$ cat config.mk
export PLATFORM = sky130hd
export DESIGN_NAME = tpot_front
export DESIGN_NICKNAME = d
export VERILOG_FILES = /design/src/sv/tpot_pkg.sv /design/src/sv/tpot_front.sv
export SDC_FILE = /design/constraint.sdc
export NUM_CORES = 1
export LEC_CHECK = 0
export ABC_AREA = 1
export BUFFER_PORTS_ARGS = -buffer_cell sky130_fd_sc_hd__clkbuf_2
export CAP_MARGIN = 20
export CELL_PAD_IN_SITES_DETAIL_PLACEMENT = 1
export CELL_PAD_IN_SITES_GLOBAL_PLACEMENT = 2
export CORE_MARGIN = 3
export CORE_UTILIZATION = 42
export CTS_BUF_LIST = sky130_fd_sc_hd__clkbuf_8 sky130_fd_sc_hd__clkbuf_16
export DETAILED_ROUTE_END_ITERATION = 8
export PLACE_DENSITY_LB_ADDON = 0.1
export SLEW_MARGIN = 10
export SYNTH_ARGS = -nofsm -noshare
export SYNTH_HDL_FRONTEND = slang
export SYNTH_SLANG_ARGS = --single-unit
$ cat constraint.sdc
create_clock -name i_clk -period 24.8 [get_ports i_clk]
set_clock_uncertainty 0.1 [all_clocks]
set_input_delay 6.2 -clock i_clk [delete_from_list [all_inputs] [get_ports i_clk]]
set_output_delay 6.2 -clock i_clk [all_outputs]
set_load 0.01 [all_outputs]
$ cat src/sv/tpot_pkg.sv
`timescale 1ns / 1ps
// Shared types and codes for the trigger pair overlap tracker.
// No dependencies; every other file imports this package.
package tpot_pkg;

    typedef enum logic [1:0] {
        OP_LOAD = 2'd0,
        OP_END  = 2'd1,
        OP_READ = 2'd2,
        OP_NOP  = 2'd3
    } t_op;

    localparam logic [1:0] ST_OK       = 2'd0;
    localparam logic [1:0] ST_COL_FULL = 2'd1;
    localparam logic [1:0] ST_PAIR_OVF = 2'd2;
    localparam logic [1:0] ST_NO_EVENT = 2'd3;

    localparam logic [1:0] EV_ENTER = 2'd0;
    localparam logic [1:0] EV_STAY  = 2'd1;
    localparam logic [1:0] EV_EXIT  = 2'd2;

    typedef struct packed {
        logic [1:0]         opcode;
        logic [31:0]        entity_id;
        logic               enabled;
        logic               is_trigger;
        logic               is_sphere;
        logic signed [31:0] min_x;
        logic signed [31:0] min_y;
        logic signed [31:0] min_z;
        logic signed [31:0] max_x;
        logic signed [31:0] max_y;
        logic signed [31:0] max_z;
        logic [30:0]        radius;
    } t_in_item;

    typedef struct packed {
        logic [1:0]  status;
        logic [1:0]  event_kind;
        logic [31:0] self_entity;
        logic [31:0] other_entity;
        logic [10:0] events_left;
        logic        is_last;
    } t_out_item;

    // A decoded word as it sits in the command queue.
    typedef struct packed {
        t_op      op;
        t_in_item item;
    } t_cmd;

endpackage

$ cat src/sv/tpot_front.sv
`timescale 1ns / 1ps
// Front end: accepts input words, decodes the opcode and queues commands.
// Depends on tpot_pkg.
module tpot_front import tpot_pkg::*; (
    input  logic     i_clk,
    input  logic     i_rst_n,
    input  logic     i_valid,
    output logic     o_ready,
    input  t_in_item i_data,
    output logic     o_q_valid,
    input  logic     i_q_ready,
    output t_cmd     o_q_cmd
);

    t_cmd       r_buf [2];
    logic       r_wp, r_rp;
    logic [1:0] r_cnt;
    logic       push, pop;

    assign o_ready   = (r_cnt != 2'd2);
    assign o_q_valid = (r_cnt != 2'd0);
    assign push      = i_valid && o_ready;
    assign pop       = o_q_valid && i_q_ready;
    assign o_q_cmd   = r_buf[r_rp];

    always_ff @(posedge i_clk) begin
        if (!i_rst_n) begin
            r_wp  <= 1'b0;
            r_rp  <= 1'b0;
            r_cnt <= 2'd0;
        end else begin
            if (push) r_wp <= ~r_wp;
            if (pop) r_rp <= ~r_rp;
            r_cnt <= r_cnt + {1'b0, push} - {1'b0, pop};
        end
    end

    always_ff @(posedge i_clk) begin
        if (push) begin
            r_buf[r_wp].op   <= t_op'(i_data.opcode);
            r_buf[r_wp].item <= i_data;
        end
    end

endmodule

==> Word-level counts from Yosys, hierarchy flattened <==
Memory sizes are Yosys's and may differ from the RTL's. A register that Yosys moved wholly into a read port is not among the register bits.
Index checks and enable logic that the tools add are counted.
{ "totals": {"regBits": 4, "memories": 1, "ramBits": 524, "input_bits": 264} }
{ "classes": {"eq_ne": 1, "bitwise_logic": 2, "n_reduce_logical": 3, "mux": 4, "addsub": 2} }
{ "mem_list": {"columns": ["name", "depth", "word_bits", "read_ports", "rd_clocked_by_memory_dff", "wr", "line", "rtl"], "rows": [
  ["r_buf", 2, 262, 1, 1, 1, "tpot_front.sv:15", "t_cmd r_buf [2];"]
]} }
{ "ops": {"columns": ["operator", "n"], "rows": [
  ["2-to-1 mux 1 bit", 4],
  ["adder 2 x 1 -> 2 bit", 1],
  ["logical AND 1 bit", 2],
  ["!= test 2 bit (second input constant)", 1],
  ["inverter 1 bit", 2],
  ["nonzero test 2 bit", 1],
  ["subtractor 2 x 1 -> 2 bit", 1]
]} }

==> Depth between registers and ports, before layout <==
Gate-level depths: netlist (run 1).
{ "logic_depth": {"depth_word": 4, "ltp_mapped": 11} }

==> Least setup slack after synthesis (run 1) <==
Ideal clock, no wire load.
{ "synth_timing": {"path_type": "input to register", "startpoint": "in i_valid", "endpoint": "mem r_buf[1][0] in the netlist's numbering (enable)", "n_path_buf": 0, "cell_stages": 2, "slack_ns": 6.672, "arrival_ns": 17.140, "required_ns": 23.811, "cell_sequence": "nand2_1 nor2_1"} }
{ "synth_between": {"elab_chain_len": 3} }
{ "synth_lines": {"columns": ["element", "line", "rtl"], "rows": [
  ["from (decl)", "tpot_front.sv:7", "input logic i_valid,"],
  ["logical AND 1 bit", "tpot_front.sv:22", "assign push = i_valid && o_ready;"],
  ["2-to-1 mux 1 bit", "tpot_front.sv:39", "if (push) begin"],
  ["2-to-1 mux 1 bit (implied by the code)", "tpot_front.sv:41", "r_buf[r_wp].item <= i_data;"],
  ["to (decl)", "tpot_front.sv:15", null]
]} }
No other way between the ends.

==> flow_metrics.py, run 1 <==
metrics = {
    "yosys": {
        "yosys.area_share.simple_pct": 0.404,
        "syn_inst": 847,
        "yosysUniqueCellTypes": 14,
        "synth_warnings": 0,
        "synthMuxAreaShare_pct": 18.6,
        "synthAdderAreaFrac_pct": 0.0631,
        "syn_nets": 1112,
        "synth_top_family_by_area": "multiplexers",
        "synth-seq-cells": 525,
        "synth_area_um2": 19800,
        "syn_area_per_cell_um2": 23.4,
        "synthXorXnorAreaFrac_pct": 0.0442,
        "synth_compound_area_share_pct": 0.0252,
        "ys_seq_area_share_pct": 79.2,
    },
    "clock_network": {
        "post-cts-setup-buffer-count": 0,
        "cts_resized": 0,
        "clk_latency_ns": 0.58,
        "cts_sinks": 525,
        "cts_root_buffer": "clkbuf_16",
        "path_clk_slew_ns": 0.06,
        "htree_levels": 2,
        "clock_tree.buffer_depth": 3,
        "cts_tree": "built",
        "cts_made_buffers": 54,
        "hold_buffers": 0,
    },
    "finish": {
        "final_cell_mix": "clkbuf_2 (527), edfxtp_1 (520), mux2_4 (200)",
        "nNetsFinal": 1676,
        "drive_gt1_share_pct": 59.9,
        "final_core_util_pct": 53.7,
        "layout_commonest_cell": "clkbuf_2",
        "area_growth_pct": 24.5,
    },
    "place": {
        "hpwlAfterDp_mm": 35.0,
        "routabilityCongestion": 0.752,
        "port_buffers": 527,
    },
    "sta": {
        "drv_slew": 0,
        "finalSetupViolations": 0,
        "hold_viol_final": 0,
        "worst_slew_pin_slew_ns": 1.03,
        "fmax_mhz": 97.8,
        "rsz0062_at_grt": "false",
        "fin_crit_sh_pct": 41.2,
        "max-slew-margin-rel_pct": 31.3,
        "min_period_ns": 10.23,
        "setup_tns_ns": 0,
    },
    "global_routing": {
        "grt_pass1_vias": 10700,
        "grt_util_all_layers_pct": 19.2,
        "grt_max_degree": 72,
        "grt_overflow": 0,
        "antenna_found_initial": 15,
        "grt_pass1_wl_mm": 70.2,
    },
    "power": {
        "power.density_nw_per_um2": 104,
        "power.leakage_nw": 9.78,
        "peakVddDrop_mv": 0.0633,
        "power.total_mw": 2.56,
    },
    "routing": {
        "vias_per_cell": 4.87,
        "wire_per_inst_um": 23.8,
        "drt_iter0_drc": 593,
        "vias": 10000,
        "wl_mm": 49.1,
        "drc": 0,
        "dr.pass1.iters": 5,
        "ant_nets": 0,
    },
    "worst_setup_path": {
        "crit_type": "register to output port",
        "cp_max_fo": 54,
        "critical_path_required_ns": 18.50,
        "cp.arrival_ns": 3.93,
        "critPathLaunchType": "register",
        "cp-end-kind": "output port",
    },
    "job": {
        "drv_cap": 0,
    },
    "floorplanning": {
        "initial_core_util_pct": 43.1,
        "core_area_um2": 46000,
        "core.rowCount": 78,
        "dieArea_um2": 49900,
        "fp.dieH_um": 223,
        "fp.dieW_um": 223,
        "ios": 528,
    },
    "hold_path": {
        "holdCritPathClass": "register to register",
    },
    "status": {
        "status": "completed",
    },
}
## registers in the layout, indices dropped and copies added, names as in the netlist, named ones only
name and flops:
r_cnt 2, r_buf 520, r_wp 1, r_rp 1
## worst max-delay path, stage by stage (launching register included)
cell and delay [ns]:
dfxtp_4 0.87, buf_4 0.91, buf_4 0.91, mux2_2 0.42, clkbuf_2 0.12
## per-stage QoR
stage	hold slack [ns]	instances	area, um^2	setup slack, ns
3_3_place_gp	0.385	1955	23000	15.12
3_5_place_dp	0.403	1955	23000	15.10
6_report	0.414	2060	24700	14.57
4_1_cts	0.419	2053	24700	14.43
2_1_floorplan	0.367	847	19800	6.67
5_1_grt	0.455	2056	24700	14.32
## cell usage after synthesis
cell	count	area, um^2
inv_1	7	26.3
mux2_4	200	3000
buf_2	6	30.0
a21oi_1	1	5.00
mux2_2	60	676
ha_1	1	12.5
nand2_1	11	41.3
dfxtp_1	5	100
xnor2_1	1	8.76
nand3_1	1	5.00
edfxtp_1	520	15600
nor2_1	9	33.8
buf_4	2	15.0
buf_6	23	259
## worst paths after layout
| kind | start | endpoint | slack (ns) | depth (start not counted) |
|---|---|---|---|---|
| min | r_rp$_SDFFE_PN0P_ | register | 0.41 | 2 |
| max | register | o_q_cmd[37] | 14.57 | 4 |
| min reg2reg | r_rp$_SDFFE_PN0P_ | register | 0.41 | 2 |
| max reg2reg | r_cnt[0]$_SDFF_PN0_ | r_buf[1][121]$_DFFE_PP_ | 21.10 | 6 |
## cell families (layout without fill, tap and decap cells)
family	count (synthesis)	after routing
AO/OA/AOI/OAI	1	1
AND/OR/NAND/NOR	21	21
adder cells (fa/ha/maj)	1	1
XOR/XNOR	1	1
flip-flops	525	525
buffers and inverters	38	644
multiplexers	260	260
other	0	7
## metal layers
metal	vias up	global-route usage [%]	part of all wire, %
met1	5028	21.6	37
met3	98	6.95	9.2
met2	386	33.3	51
met4	16	7.16	2.9
li1	4495	-	-
met5	-	0	0.21
## layout make-up
cell class | count | area, um^2
fill | 4278 | 21300
sequential | 525 | 15700
multi-input combinational | 284 | 3800
timing repair buffer | 539 | 2730
clock buffer | 58 | 1440
tap | 600 | 751
clock inverter | 40 | 215
inverter | 7 | 26.3
antenna | 7 | 17.5
## where the power goes
part,total (mW),switching [mW],internal (mW)
logic,0.641,0.340,0.301
clock network,0.751,0.317,0.434
registers,1.17,0.0430,1.13
(Power assumes the default switching activity.)
==> run 2, diff against run 1 <==
--- a/config.mk
+++ b/config.mk
@@ -11,7 +11,7 @@
 export CELL_PAD_IN_SITES_DETAIL_PLACEMENT = 1
 export CELL_PAD_IN_SITES_GLOBAL_PLACEMENT = 2
 export CORE_MARGIN = 3
-export CORE_UTILIZATION = 42
+export CORE_UTILIZATION = 35
 export CTS_BUF_LIST = sky130_fd_sc_hd__clkbuf_8 sky130_fd_sc_hd__clkbuf_16
 export DETAILED_ROUTE_END_ITERATION = 8
 export PLACE_DENSITY_LB_ADDON = 0.1
==> constraint.sdc (replaced) <==
create_clock -name i_clk -period 8.6 [get_ports i_clk]
set_clock_uncertainty 0.1 [all_clocks]
set_input_delay 2.15 -clock i_clk [delete_from_list [all_inputs] [get_ports i_clk]]
set_output_delay 2.15 -clock i_clk [all_outputs]
set_load 0.01 [all_outputs]
==> run 2 against run 1 <==
Cell area grew 1.6%. Register-to-register slack got worse by 15 ns. Critical path depth decreased by 1. Wire length rose by 0.71%. Hold slack worse by 0.013 ns. Critical path type unchanged. Largest cell class unchanged.
==> flow_metrics.py, run 2 (synthesized netlist as in run 1, its figures left out) <==
metrics = {
    "status": {
        "status": "completed",
    },
    "hold_path": {
        "whs_path_depth": 2,
        "holdCritPathClass": "register to register",
        "whs_endpoint": "r_rp$_SDFFE_PN0P_",
        "min_from": "r_rp$_SDFFE_PN0P_",
    },
    "global_routing": {
        "grt_overflow": 0,
        "grt_max_degree": 154,
        "antenna_found_initial": 14,
        "grt_util_all_layers_pct": 16.1,
        "grt_pass1_wl_mm": 70.7,
        "grt_pass1_vias": 10600,
    },
    "sta": {
        "worst_slew_pin_slew_ns": 1.13,
        "hold_viol_final": 0,
        "finalSetupViolations": 0,
        "max-slew-margin-rel_pct": 24.4,
        "fin_crit_sh_pct": 62.1,
        "fin_ws_ns": 3.26,
        "drv_slew": 0,
        "rsz0062_at_grt": "false",
        "min_period_ns": 5.34,
        "fmax_mhz": 187,
    },
    "worst_setup_path": {
        "critical_path_required_ns": 6.35,
        "cp_max_fo": 122,
        "r2r_slack_ns": 5.74,
        "critPathLaunchType": "register",
        "cp.arrival_ns": 3.09,
        "rr_startpoint": "r_cnt[0]$_SDFF_PN0_",
        "cp-end-kind": "output port",
        "crit_type": "register to output port",
        "reg2reg_to": "r_buf[0][226]$_DFFE_PP_",
        "ff2ff_path_depth": 6,
    },
    "clock_network": {
        "cts_made_buffers": 57,
        "cts_resized": 0,
        "hold_buffers": 0,
        "cts_sinks": 525,
        "clk_latency_ns": 0.59,
        "post-cts-setup-buffer-count": 0,
        "path_clk_slew_ns": 0.06,
        "htree_levels": 2,
        "cts_root_buffer": "clkbuf_16",
        "clock_tree.buffer_depth": 3,
        "cts_tree": "built",
    },
    "place": {
        "port_buffers": 527,
        "place_area_um2": 23200,
        "pre_cts_ws_ns": 3.84,
        "hpwlAfterDp_mm": 34.5,
        "routabilityCongestion": 0.761,
    },
    "job": {
        "drv_cap": 0,
    },
    "floorplanning": {
        "dieArea_um2": 59600,
        "core_area_um2": 55500,
        "fp.dieW_um": 244,
        "core.rowCount": 86,
        "initial_core_util_pct": 35.7,
        "fp.dieH_um": 244,
        "ios": 528,
    },
    "routing": {
        "wl_mm": 49.4,
        "dr.pass1.iters": 4,
        "vias": 9853,
        "ant_nets": 0,
        "vias_per_cell": 4.46,
        "drc": 0,
        "wire_per_inst_um": 22.4,
        "drt_iter0_drc": 414,
    },
    "power": {
        "power.density_nw_per_um2": 304,
        "seqPwrFrac_pct": 44.3,
        "p_comb_share_pct": 24.2,
        "swShare_pct": 26.9,
        "clock_power_share_pct": 31.4,
        "power.leakage_nw": 9.85,
        "p_switching_mw": 2.05,
        "p_int_mw": 5.57,
        "peakVddDrop_mv": 0.175,
        "power.total_mw": 7.62,
    },
    "finish": {
        "final_cell_area_um2": 25100,
        "regMostFlops": "r_buf",
        "drive_gt1_share_pct": 60.3,
        "area_growth_pct": 26.5,
        "layout_commonest_cell": "clkbuf_2",
        "largest_reg_flops": 520,
        "largestRegisters": "r_buf (520), r_cnt (2)",
        "final_cell_mix": "clkbuf_2 (527), edfxtp_1 (520), mux2_4 (200)",
        "nNetsFinal": 1676,
        "final_core_util_pct": 45.2,
    },
}
[run 2: final cells by class]
| class | instances | area, um^2 |
|---|---|---|
| fill | 5405 | 30400 |
| sequential | 525 | 15700 |
| multi-input combinational | 284 | 3800 |
| timing repair buffer | 536 | 2740 |
| clock buffer | 59 | 1480 |
| tap | 748 | 936 |
| clock inverter | 44 | 372 |
| inverter | 7 | 26.3 |
| antenna | 5 | 12.5 |
[run 2: critical path, stage by stage, from the launching register on]
cell and delay (ns):
dfxtp_4 1.00, buf_12 0.64, mux2_4 0.37, clkbuf_2 0.13
[run 2: worst max path at each step]
stage,start,endpoint,slack (ns),depth (start not counted)
after CTS,register,o_q_cmd[3],3.17,3
after detailed placement,register,o_q_cmd[254],3.84,3
after floorplan,i_valid,r_buf[1][0]$_DFFE_PP_,-1.07,2
final,register,o_q_cmd[218],3.26,3
after global placement,register,o_q_cmd[43],3.84,3
after global routing,register,o_q_cmd[254],3.08,3
[run 2: power groups by stage]
stage	clock network, mW	logic [mW]	registers (mW)
after global routing	2.59	1.98	3.41
after global placement	0	1.89	3.42
after floorplan	0	1.23	3.45
after CTS	2.49	1.90	3.39
after detailed placement	0	1.89	3.44
final	2.40	1.85	3.38
[run 2: per-layer routing]
metal | GRT usage (%) | vias to the layer above | routed length [um]
li1 | - | 4498 | -
met1 | 18.7 | 4929 | 19100
met2 | 27.2 | 321 | 24500
met3 | 6.66 | 87 | 4500
met4 | 5.14 | 18 | 1230
met5 | 0 | - | 133
[run 2: stage by stage]
step           hold WS [ns]  instances  TNS [ns]
6_report              0.402       2208         0
3_3_place_gp          0.381       2100         0
2_1_floorplan         0.367        847   -554.23
3_5_place_dp          0.394       2100         0
5_1_grt               0.467       2207         0
4_1_cts               0.410       2203         0
